`src/rtl/emau_pkg.sv`:
```
// Package: shared types, codes and sizing for the endian memory access unit.
`timescale 1ns / 1ps

package emau_pkg;

    // Store capacity in bytes, kept as four byte-lane banks of words.
    localparam int MEM_BYTES = 65536;
    localparam int MEM_WORDS = (MEM_BYTES + 3) / 4;
    localparam int WADDR_W   = (MEM_WORDS > 1) ? $clog2(MEM_WORDS) : 1;
    localparam int LANES     = 4;

    // Access kinds
    localparam logic OP_READ  = 1'b0;
    localparam logic OP_WRITE = 1'b1;

    // Access sizes
    localparam logic [1:0] SZ_BYTE = 2'd0;
    localparam logic [1:0] SZ_HALF = 2'd1;
    localparam logic [1:0] SZ_WORD = 2'd2;

    // Result status
    localparam logic [1:0] ST_OK    = 2'd0;
    localparam logic [1:0] ST_RANGE = 2'd1;
    localparam logic [1:0] ST_ALIGN = 2'd2;

    // Register indexes
    localparam logic REG_BYTE_LIMIT = 1'b0;
    localparam logic REG_BIG_ENDIAN = 1'b1;

    localparam logic [16:0] BYTE_LIMIT_RST = 17'd65536;

    typedef struct packed {
        logic        opcode;
        logic [1:0]  access_size;
        logic [31:0] address;
        logic [31:0] write_data;
    } t_req;

    typedef struct packed {
        logic [31:0] read_data;
        logic [1:0]  status;
    } t_resp;

    typedef struct packed {
        logic [16:0] byte_limit;
        logic        big_endian;
    } t_cfg;

endpackage

```
`src/rtl/emau_regs.sv`:
```
// Configuration registers behind the APB-style port.
`timescale 1ns / 1ps

module emau_regs (
    input  logic              i_clk,
    input  logic              i_rst_n,
    input  logic              psel,
    input  logic              penable,
    input  logic              pwrite,
    input  logic [2:0]        paddr,
    input  logic [31:0]       pwdata,
    output logic [31:0]       prdata,
    output logic              pready,
    output emau_pkg::t_cfg    o_cfg
);

    logic [16:0] r_byte_limit;
    logic        r_big_endian;
    logic        wr_en;

    assign pready = 1'b1;
    assign wr_en  = psel && penable && pwrite;

    always_ff @(posedge i_clk) begin
        if (!i_rst_n) begin
            r_byte_limit <= emau_pkg::BYTE_LIMIT_RST;
            r_big_endian <= 1'b0;
        end else if (wr_en) begin
            if (paddr[2] == emau_pkg::REG_BYTE_LIMIT) begin
                r_byte_limit <= pwdata[16:0];
            end else begin
                r_big_endian <= pwdata[0];
            end
        end
    end

    always_comb begin
        if (paddr[2] == emau_pkg::REG_BYTE_LIMIT) begin
            prdata = {15'd0, r_byte_limit};
        end else begin
            prdata = {31'd0, r_big_endian};
        end
    end

    assign o_cfg.byte_limit = r_byte_limit;
    assign o_cfg.big_endian = r_big_endian;

endmodule

```
`config.mk`:
```
export PLATFORM = sky130hd
export DESIGN_NAME = emau_regs
export DESIGN_NICKNAME = d
export VERILOG_FILES = /design/src/rtl/emau_pkg.sv /design/src/rtl/emau_regs.sv
export SDC_FILE = /design/constraint.sdc
export NUM_CORES = 1
export LEC_CHECK = 0
export BUFFER_PORTS_ARGS = -buffer_cell sky130_fd_sc_hd__buf_2
export CORE_MARGIN = 2
export CORE_UTILIZATION = 33
export CTS_CLUSTER_DIAMETER = 200
export DETAILED_ROUTE_END_ITERATION = 6
export HOLD_SLACK_MARGIN = 0.06
export PLACE_DENSITY = 0.75
export SYNTH_ARGS = -nofsm -noshare
export SYNTH_HDL_FRONTEND = slang
export SYNTH_SLANG_ARGS = --single-unit
```
`constraint.sdc`:
```
create_clock -name i_clk -period 1 [get_ports i_clk]
set_clock_uncertainty 0.1 [all_clocks]
set_input_delay 0.05 -clock i_clk [delete_from_list [all_inputs] [get_ports i_clk]]
set_output_delay 0.05 -clock i_clk [all_outputs]
set_load 0.02 [all_outputs]
```
# After elaboration in Yosys (flattened, before gate mapping)
# Index checks and enable logic that the tools add are counted.
# classes
n_mux	1
bitwise_logic	1
n_reduce_logical	4
# op_table
cell	n
17-bit 2-to-1 mux	1
2-bit AND reduction	2
1-bit logical AND	2
1-bit NOT	1
# totals
regBits	18
input_bits	40
out_inout_bits	51
elab_cells	8

# Depth between registers and ports, before layout
# Gate-level depths: netlist (run 1).
# logic_depth
ltp_word	3
depth_mapped	5
ltp_nobuf	2

# Least setup slack after synthesis (run 1)
# Ideal clock, no wire load.
# synth_timing
path_type	in2reg
start	input paddr[2]
end	register r_byte_limit[0]
arrival_ps	844
required_time_ps	828
setup_slack_ps	-16
cell_stages	5
cell_sequence	buf_6 -> and4b_1 -> buf_6 -> buf_12 -> mux2i_1
# synth_between
elab_chain_cells	2
# synth_lines
item	line	text
start: declaration	emau_regs.sv:10	input logic [2:0] paddr,
1-bit NOT (no source line)	--	
2-bit AND reduction (no source line)	--	
end signal: assignment	emau_regs.sv:26	r_byte_limit <= emau_pkg::BYTE_LIMIT_RST;
end signal: assignment	emau_regs.sv:30	r_byte_limit <= pwdata[16:0];
end: declaration	emau_regs.sv:17	logic [16:0] r_byte_limit;
# No other way between the ends.
# A chain may end at the register's enable or synchronous reset.

# Worst setup path in the final report (run 1)
# layout_timing
start	register r_byte_limit[0]
end	output prdata[0]
# layout_between
elab_chain_cells	1
# layout_lines
item	line	text
17-bit 2-to-1 mux	emau_regs.sv:38	if (paddr[2] == emau_pkg::REG_BYTE_LIMIT) begin
end: declaration	emau_regs.sv:12	output logic [31:0] prdata,
# No other way between the ends.

==> results.md, run 1 <==
* Sequential-to-total area share from yosys stat at 35.4%
* Die height at 59.5 um
* Critical path launch point: r_byte_limit[0]$_SDFFE_PN0P_
* Yosys top cell by area: sky130_fd_sc_hd__dfxtp_1
* TritonCTS buffer count at 3
* Number of antenna violations at the first check in global routing at 0
* Kind of start point of the critical path: flop
* Reg clk slew, reported paths at 110 ps
* Post-Route Utilization at 61.5%
* Layout overhead on the synthesized area at 81.5%
* Overall routing resource usage at 15.9%
* Count of pins on the block boundary at 91
* Number of hold-slack violations in the final timing report at 0
* Core Box Area at 0.00300 mm2
* Number of design rule violations left after detail routing at 0
* Diodes inserted at 0
* Count of fill cells added during filler insertion at 257
* Row Count at 20
* Final clock period utilization by the worst path at 118%
* Power per Cell Area at 859 mW/mm2
* Starting utilization of the core area at 33.9%
* R2R Path End: r_big_endian$_SDFFE_PN0P_
* Violated checks: setup timing
* Total via count after detailed routing at 1029
* Number of cells on the worst reg-to-reg path at 4
* Kind of capture point of the worst setup path: output port
* Worst Path Class, Setup: reg -> out
* Max-cap violations at 0
* Status: finished with violations
* TritonCTS clock tree: built
* Post-synth design cell area at 0.00102 mm2
* Critical path arrival at 1030 ps
* DRT Pass-1 Iters at 4
* Sinks on Clock Net at 18
* Setup-violating endpoint count in the final report at 23
* Share of layout cells above drive strength 1 at 53.8%
* Number of I/O port buffers at 57
* Area contributors post-synth: sky130_fd_sc_hd__dfxtp_1, sky130_fd_sc_hd__mux2i_1, sky130_fd_sc_hd__buf_4, sky130_fd_sc_hd__nand2_1, sky130_fd_sc_hd__nor2b_1
* Register bit total from synthesis at 18
* Final Wtd Congestion at 0.702
* Worst Path Required at 850 ps
* Clock Tree Buf Depth at 2
* Share of Yosys cell area claimed by the top area cell type at 35.4%
* Most common library cell in the layout ignoring fill and taps: sky130_fd_sc_hd__buf_2
* GRT overflow at 0
* Placed cell count at 201
* Total length of routed wires at 2920 um
* Pin count of the biggest net entering global routing at 19
* Max Clock Freq at 850 MHz
* Clock root buffer: sky130_fd_sc_hd__clkbuf_4
* Post-Synthesis Cells at 117
* Count of unique library cells instantiated by Yosys at 14
* Die footprint at 0.00354 mm2
* Detailed placement HPWL at 1550 um
* Detailed Route Iter0 Violations at 9
* Antenna viol nets, final at 0
* Final cell count without fillers at 241
* Post-DR vias/cell at 4.27
* Reg2Reg Setup Slack at 130 ps
* Horizontal die dimension at 59.5 um
* H-tree depth reported by CTS at 1
* Min-Delay Path Class: in -> reg
* Worst flop-to-flop path startpoint: r_big_endian$_SDFFE_PN0P_
* Count of synthesis-stage warnings from yosys at 0
* Hold Worst Slack at 76.5 ps
* Overall power at 1.59 mW
* Maximum fanout encountered on the critical timing path at 3
* Final Max Tran Viols at 0
* Maximum ir drop on the vdd rail at 0.512 mV
* Most frequent cells in the layout: sky130_fd_sc_hd__buf_2, sky130_fd_sc_hd__nand2_1, sky130_fd_sc_hd__buf_6, sky130_fd_sc_hd__dlygate4sd3_1
* Final period demand of the worst path at 1180 ps
* Number of global-route vias before repair at 969
* Least setup slack across all paths after layout at -177 ps
* Mean instance size in the synthesized netlist at 8.69 um2
* Latest clock arrival within the worst-skew pair at 290 ps
* Lkg Pwr at 0.894 nW
* Mean routed wirelength per cell at 12.1 um
* Global-route wire length before repair at 4130 um
* Nets at 249
* Unrepaired setup endpoints after global routing: true
* End point of the critical path: prdata[0]
-- final cells by class --
type / instances / area (um2) / share of cell area (%)
timing repair buffer: 98 / 822 / 44.5
multi-input combinational: 88 / 564 / 30.6
sequential: 18 / 383 / 20.7
tap: 33 / 41.3 / 2.24
clock buffer: 4 / 36.3 / 1.96
-- how the worst min path moves through the flow --
| stage | from | to | slack, ps | cells after the start |
|---|---|---|---|---|
| CTS | i_rst_n | r_byte_limit[8]$_SDFFE_PN0P_ | 70 | 4 |
| global placement | pwdata[4] | r_byte_limit[4]$_SDFFE_PN0P_ | 200 | 3 |
| floorplan | pwdata[10] | r_byte_limit[10]$_SDFFE_PN0P_ | 90 | 2 |
| finish | i_rst_n | r_byte_limit[3]$_SDFFE_PN0P_ | 80 | 4 |
| detailed placement | pwdata[15] | r_byte_limit[15]$_SDFFE_PN0P_ | 210 | 3 |
| global route | i_rst_n | r_byte_limit[2]$_SDFFE_PN0P_ | 70 | 4 |
-- state kept, by name (all words and copies together), names as in the netlist --
| register | count |
|---|---|
| r_byte_limit | 17 |
| r_big_endian | 1 |
-- cell usage after synthesis --
| cell | instances |
|---|---|
| sky130_fd_sc_hd__buf_2 | 1 |
| sky130_fd_sc_hd__nor2b_1 | 12 |
| sky130_fd_sc_hd__mux2_2 | 1 |
| sky130_fd_sc_hd__conb_1 | 2 |
| sky130_fd_sc_hd__mux2i_1 | 18 |
| sky130_fd_sc_hd__buf_4 | 17 |
| sky130_fd_sc_hd__and4b_1 | 1 |
| sky130_fd_sc_hd__nand4_1 | 1 |
| sky130_fd_sc_hd__and2b_2 | 6 |
| sky130_fd_sc_hd__buf_12 | 1 |
| sky130_fd_sc_hd__clkbuf_1 | 4 |
| sky130_fd_sc_hd__dfxtp_1 | 18 |
| sky130_fd_sc_hd__buf_6 | 2 |
| sky130_fd_sc_hd__nand2_1 | 33 |
-- cells by family after synthesis --
group | count (synthesis) | share of synthesized area, %
other | 2 | 0.738
buffers and inverters | 25 | 18.7
flip-flops | 18 | 35.4
multiplexers | 19 | 18.8
AND/OR/NAND/NOR | 53 | 26.3
-- through the flow --
step	setup TNS (ps)	area (um2)	setup WS, ps
after floorplan	-136	1070	-13.6
after global placement	-1.62	1270	-1.62
after detailed placement	-311	1270	-30.6
after CTS	-1630	1730	-189
after global routing	-2660	1850	-218
final	-1490	1850	-177
-- layer usage --
metal / wire length [um] / share of wire (%) / track usage [%]
met1: 1050 / 36 / 14.6
met2: 1720 / 59 / 33.3
met3: 119 / 4.1 / 3.28
met4: 29 / 0.99 / 5.40
met5: 0 / 0 / 0
-- power breakdown --
part           leakage (nW)  internal [mW]  switching, mW
Clock                0.0210          0.222          0.228
Combinational         0.719          0.194          0.196
Sequential            0.154          0.735         0.0108
Total                 0.894           1.15          0.436
-- critical path, cell delays in order, from the launching register on --
cell	delay, ps
sky130_fd_sc_hd__dfxtp_2	340
sky130_fd_sc_hd__mux2_2	260
sky130_fd_sc_hd__buf_6	130
-- timing repair --
action	in CTS	in global routing
gates cloned	0	0
hold buffers	21	0
setup endpoints to repair	18	25
setup buffers	9	6
hold endpoints to repair	18	0
gates resized for setup	59	14
Note: power is estimated with default switching activity, not from simulation.
==> run 2, diff against run 1 <==
--- a/config.mk
+++ b/config.mk
@@ -5,9 +5,10 @@
 export SDC_FILE = /design/constraint.sdc
 export NUM_CORES = 1
 export LEC_CHECK = 0
+export ABC_AREA = 1
 export BUFFER_PORTS_ARGS = -buffer_cell sky130_fd_sc_hd__buf_2
 export CORE_MARGIN = 2
-export CORE_UTILIZATION = 33
+export CORE_UTILIZATION = 35
 export CTS_CLUSTER_DIAMETER = 200
 export DETAILED_ROUTE_END_ITERATION = 6
 export HOLD_SLACK_MARGIN = 0.06
==> run 2 against run 1 <==
  * The flow still finishes with violations (setup timing)
  * Sequential share of layout area shrank 0.39 points
  * Synthesized cell count grew 47%
  * Area after synthesis grew 14%
  * Total power grew 7.7%
  * Die area grew 6.8%
  * Combinational power grew 27%
  * Setup slack gained 83 ps
  * Sequential power grew 2.9%
  * Largest power group unchanged
  * Highest routed layer unchanged
==> results.md, run 2 <==
* Status: finished with violations
* Violated checks: setup timing
* Sinks on Clock Net at 18 (unchanged)
* Core Box Area at 0.00310 mm2 (+3.3%)
* Worst Path Required at 850 ps (about the same)
* Sequential-to-total area share from yosys stat at 31.1% (-4.3 points)
* TritonCTS clock tree: built
* Net switching fraction of the power at 31.2% (+3.8 points)
* Final period demand of the worst path at 1090 ps (-83.1 ps)
* Latest clock arrival within the worst-skew pair at 290 ps (about the same)
* Post-synth EDFFs at 0 (unchanged)
* Layout overhead on the synthesized area at 62.6%
* Row Count at 20 (unchanged)
* Worst Path Class, Setup: reg -> out
* Maximum fanout encountered on the critical timing path at 3 (unchanged)
* Number of hold-slack violations in the final timing report at 0 (unchanged)
* TNS Setup at -948 ps (+539 ps)
* Area of combinational cells with multiple inputs at 607 um2 (+7.5%)
* Overall routing resource usage at 15.4% (-0.50 points)
* Die height at 61.5 um (+3.3%)
* Cell with the most instances after synthesis: sky130_fd_sc_hd__nor2_1
* TritonCTS buffer count at 3 (unchanged)
* Count of synthesis-stage warnings from yosys at 0 (unchanged)
* Overall power at 1.71 mW (+7.7%)
* Post-DR vias/cell at 4.08 (-4.5%)
* Max Clock Freq at 914 MHz (+7.6%)
* Count of pins on the block boundary at 91 (unchanged)
* Share of flip-flops with an asynchronous set or reset at 0% (unchanged)
* Yosys top cell by area: sky130_fd_sc_hd__dfxtp_1
* Kind of start point of the critical path: flop
* Most used flip-flop cell after synthesis: sky130_fd_sc_hd__dfxtp_1
* Final Max Tran Viols at 0 (unchanged)
* Die footprint at 0.00378 mm2 (+6.8%)
* Kind of capture point of the worst setup path: output port
* Maximum ir drop on the vdd rail at 0.595 mV (+16%)
* Power per Cell Area at 908 mW/mm2 (+5.7%)
* Detailed placement HPWL at 1860 um (+20%)
* Hold Worst Slack at 153 ps (+76.2 ps)
* Register with the highest flop count: r_byte_limit
* Global-route wire length before repair at 4270 um (+3.3%)
* Number of antenna violations at the first check in global routing at 0 (unchanged)
* Placed cell count at 269 (+34%)
* Detailed Route Iter0 Violations at 31 (+22)
* Post-Route Utilization at 60.6% (-0.85 points)
* Setup-violating endpoint count in the final report at 18 (-22%)
* Final Wtd Congestion at 0.708 (+0.75%)
* Reg clk slew, reported paths at 100 ps (about the same)
* Max-cap violations at 0 (unchanged)
* Number of design rule violations left after detail routing at 0 (unchanged)
* Pin count of the biggest net entering global routing at 19 (unchanged)
* Most common library cell in the layout ignoring fill and taps: sky130_fd_sc_hd__buf_2
* Least setup slack across all paths after layout at -94.0 ps (+83.1 ps)
* DRT Pass-1 Iters at 4 (unchanged)
* Unrepaired setup endpoints after global routing: true
* Share of layout cells above drive strength 1 at 55.4% (+1.5 points)
* Max FFs per register at 17 (unchanged)
* Mean routed wirelength per cell at 10.4 um (-14%)
* Final cell count without fillers at 295 (+22%)
* Registers with the most flip-flops: r_byte_limit (17), r_big_endian (1)
* Count of unique library cells instantiated by Yosys at 18 (+4)
* Diodes inserted at 0 (unchanged)
* Most frequent cells in the layout: sky130_fd_sc_hd__buf_2, sky130_fd_sc_hd__nor2_1, sky130_fd_sc_hd__nand2_1, sky130_fd_sc_hd__dlygate4sd3_1, sky130_fd_sc_hd__dfxtp_2
* H-tree depth reported by CTS at 1 (unchanged)
* Psw at 0.534 mW (+23%)
* Share of total power in combinational logic at 29.0% (+4.4 points)
* Horizontal die dimension at 61.5 um (+3.3%)
* Number of I/O port buffers at 57 (unchanged)
* Final clock period utilization by the worst path at 109% (-8.3 points)
* Share of Yosys cell area claimed by the top area cell type at 31.1% (-4.3 points)
* Mean instance size in the synthesized netlist at 6.73 um2 (-23%)
* Number of global-route vias before repair at 1073 (+11%)
* Antenna viol nets, final at 0 (unchanged)
* Post-synth top cells: sky130_fd_sc_hd__nor2_1, sky130_fd_sc_hd__inv_1, sky130_fd_sc_hd__nand2_1
* Clock root buffer: sky130_fd_sc_hd__clkbuf_4
* Clock Tree Buf Depth at 2 (unchanged)
* Total via count after detailed routing at 1203 (+17%)
* Post-Synthesis Cells at 172 (+47%)
* Total length of routed wires at 3070 um (+5.1%)
* Sequential cell area at 383 um2 (unchanged)
* Register bit total from synthesis at 18 (unchanged)
* Sequential cell fraction of total power at 45.0% (-2.0 points)
* Count of fill cells added during filler insertion at 299 (+16%)
* Critical path arrival at 940 ps (-90 ps)
* Post-synth design cell area at 0.00116 mm2 (+14%)
* Lkg Pwr at 0.931 nW (+4.1%)
* Area contributors post-synth: sky130_fd_sc_hd__dfxtp_1, sky130_fd_sc_hd__nor2_1, sky130_fd_sc_hd__buf_4, sky130_fd_sc_hd__inv_1, sky130_fd_sc_hd__nand3_2
* Starting utilization of the core area at 37.3% (+3.4 points)
* Fraction of power consumed by the clock network at 26.1% (-2.3 points)
* Nets at 292 (+17%)
* Min-Delay Path Class: in -> reg
* GRT overflow at 0 (unchanged)
* Design internal power at 1.17 mW (+2.1%)
[run 2: cell count changes in the layout (fill, tap and decap cells not counted), moves of 9 or more]
cell / delta
sky130_fd_sc_hd__nor2_1: +28
sky130_fd_sc_hd__nand3_1: +9
sky130_fd_sc_hd__nand2_1: -12
sky130_fd_sc_hd__inv_1: +17
sky130_fd_sc_hd__nor2_2: +14
sky130_fd_sc_hd__inv_2: +17
sky130_fd_sc_hd__mux2i_1: -18
sky130_fd_sc_hd__buf_6: -11
sky130_fd_sc_hd__nand3_2: +10
[run 2: stage by stage]
| step | area [um2] | setup WS (ps) |
|---|---|---|
| 4_1_cts | 1740 | -85.8 |
| 3_3_place_gp | 1430 | 33.7 |
| 3_5_place_dp | 1430 | 18.2 |
| 6_report | 1880 | -94.0 |
| 2_1_floorplan | 1210 | 68.3 |
| 5_1_grt | 1880 | -157 |
[run 2: cells by family after synthesis]
kind of cell	synth area share, %
other	0.649
AO/OA/AOI/OAI	1.19
AND/OR/NAND/NOR	40.4
buffers and inverters	26.6
flip-flops	31.1
[run 2: what timing repair did]
item                                    CTS  global route
cloned                                    0             0
pin swaps                                 4            13
endpoints found under the setup margin   20            29
endpoints found under the hold margin    18             0
gates resized for setup                  38            54
buffers inserted                          1             1
hold buffers                             20             0
[run 2: metal layers]
metal	wire length [um]	share of wire [%]	global-route usage, %
met1	1160	38	14.6
met2	1700	55	32.2
met3	192	6.3	4.41
met4	11	0.36	2.74
met5	0	0	0
[run 2: final cells by class]
type,instances,area share (%)
Clock buffer,4,1.93
Timing Repair Buffer,85,35.8
Multi-Input combinational cell,110,32.2
Tap cell,44,2.93
Inverter,34,6.78
Sequential cell,18,20.3
[run 2: worst max-delay path, stage by stage (launching register included)]
cell and delay (ps):
sky130_fd_sc_hd__dfxtp_2 350, sky130_fd_sc_hd__inv_1 50, sky130_fd_sc_hd__nor2_2 120, sky130_fd_sc_hd__buf_6 140
[run 2: power by group through the flow]
stage	sequential, mW	combinational (mW)	clock (mW)
finish	0.768	0.495	0.445
global route	0.773	0.541	0.489
CTS	0.764	0.451	0.476
detailed placement	0.776	0.378	0
global placement	0.775	0.373	0
floorplan	0.804	0.280	0
[run 2: worst paths after layout]
path	start	to	slack (ps)	depth (start not counted)
worst min register to register	r_byte_limit[16]$_SDFFE_PN1P_	r_byte_limit[16]$_SDFFE_PN1P_	390	2
worst max-delay path	r_byte_limit[5]$_SDFFE_PN0P_	prdata[5]	-90	3
worst max register to register	r_byte_limit[3]$_SDFFE_PN0P_	r_byte_limit[3]$_SDFFE_PN0P_	180	3
worst min-delay path	pwrite	r_big_endian$_SDFFE_PN0P_	150	5
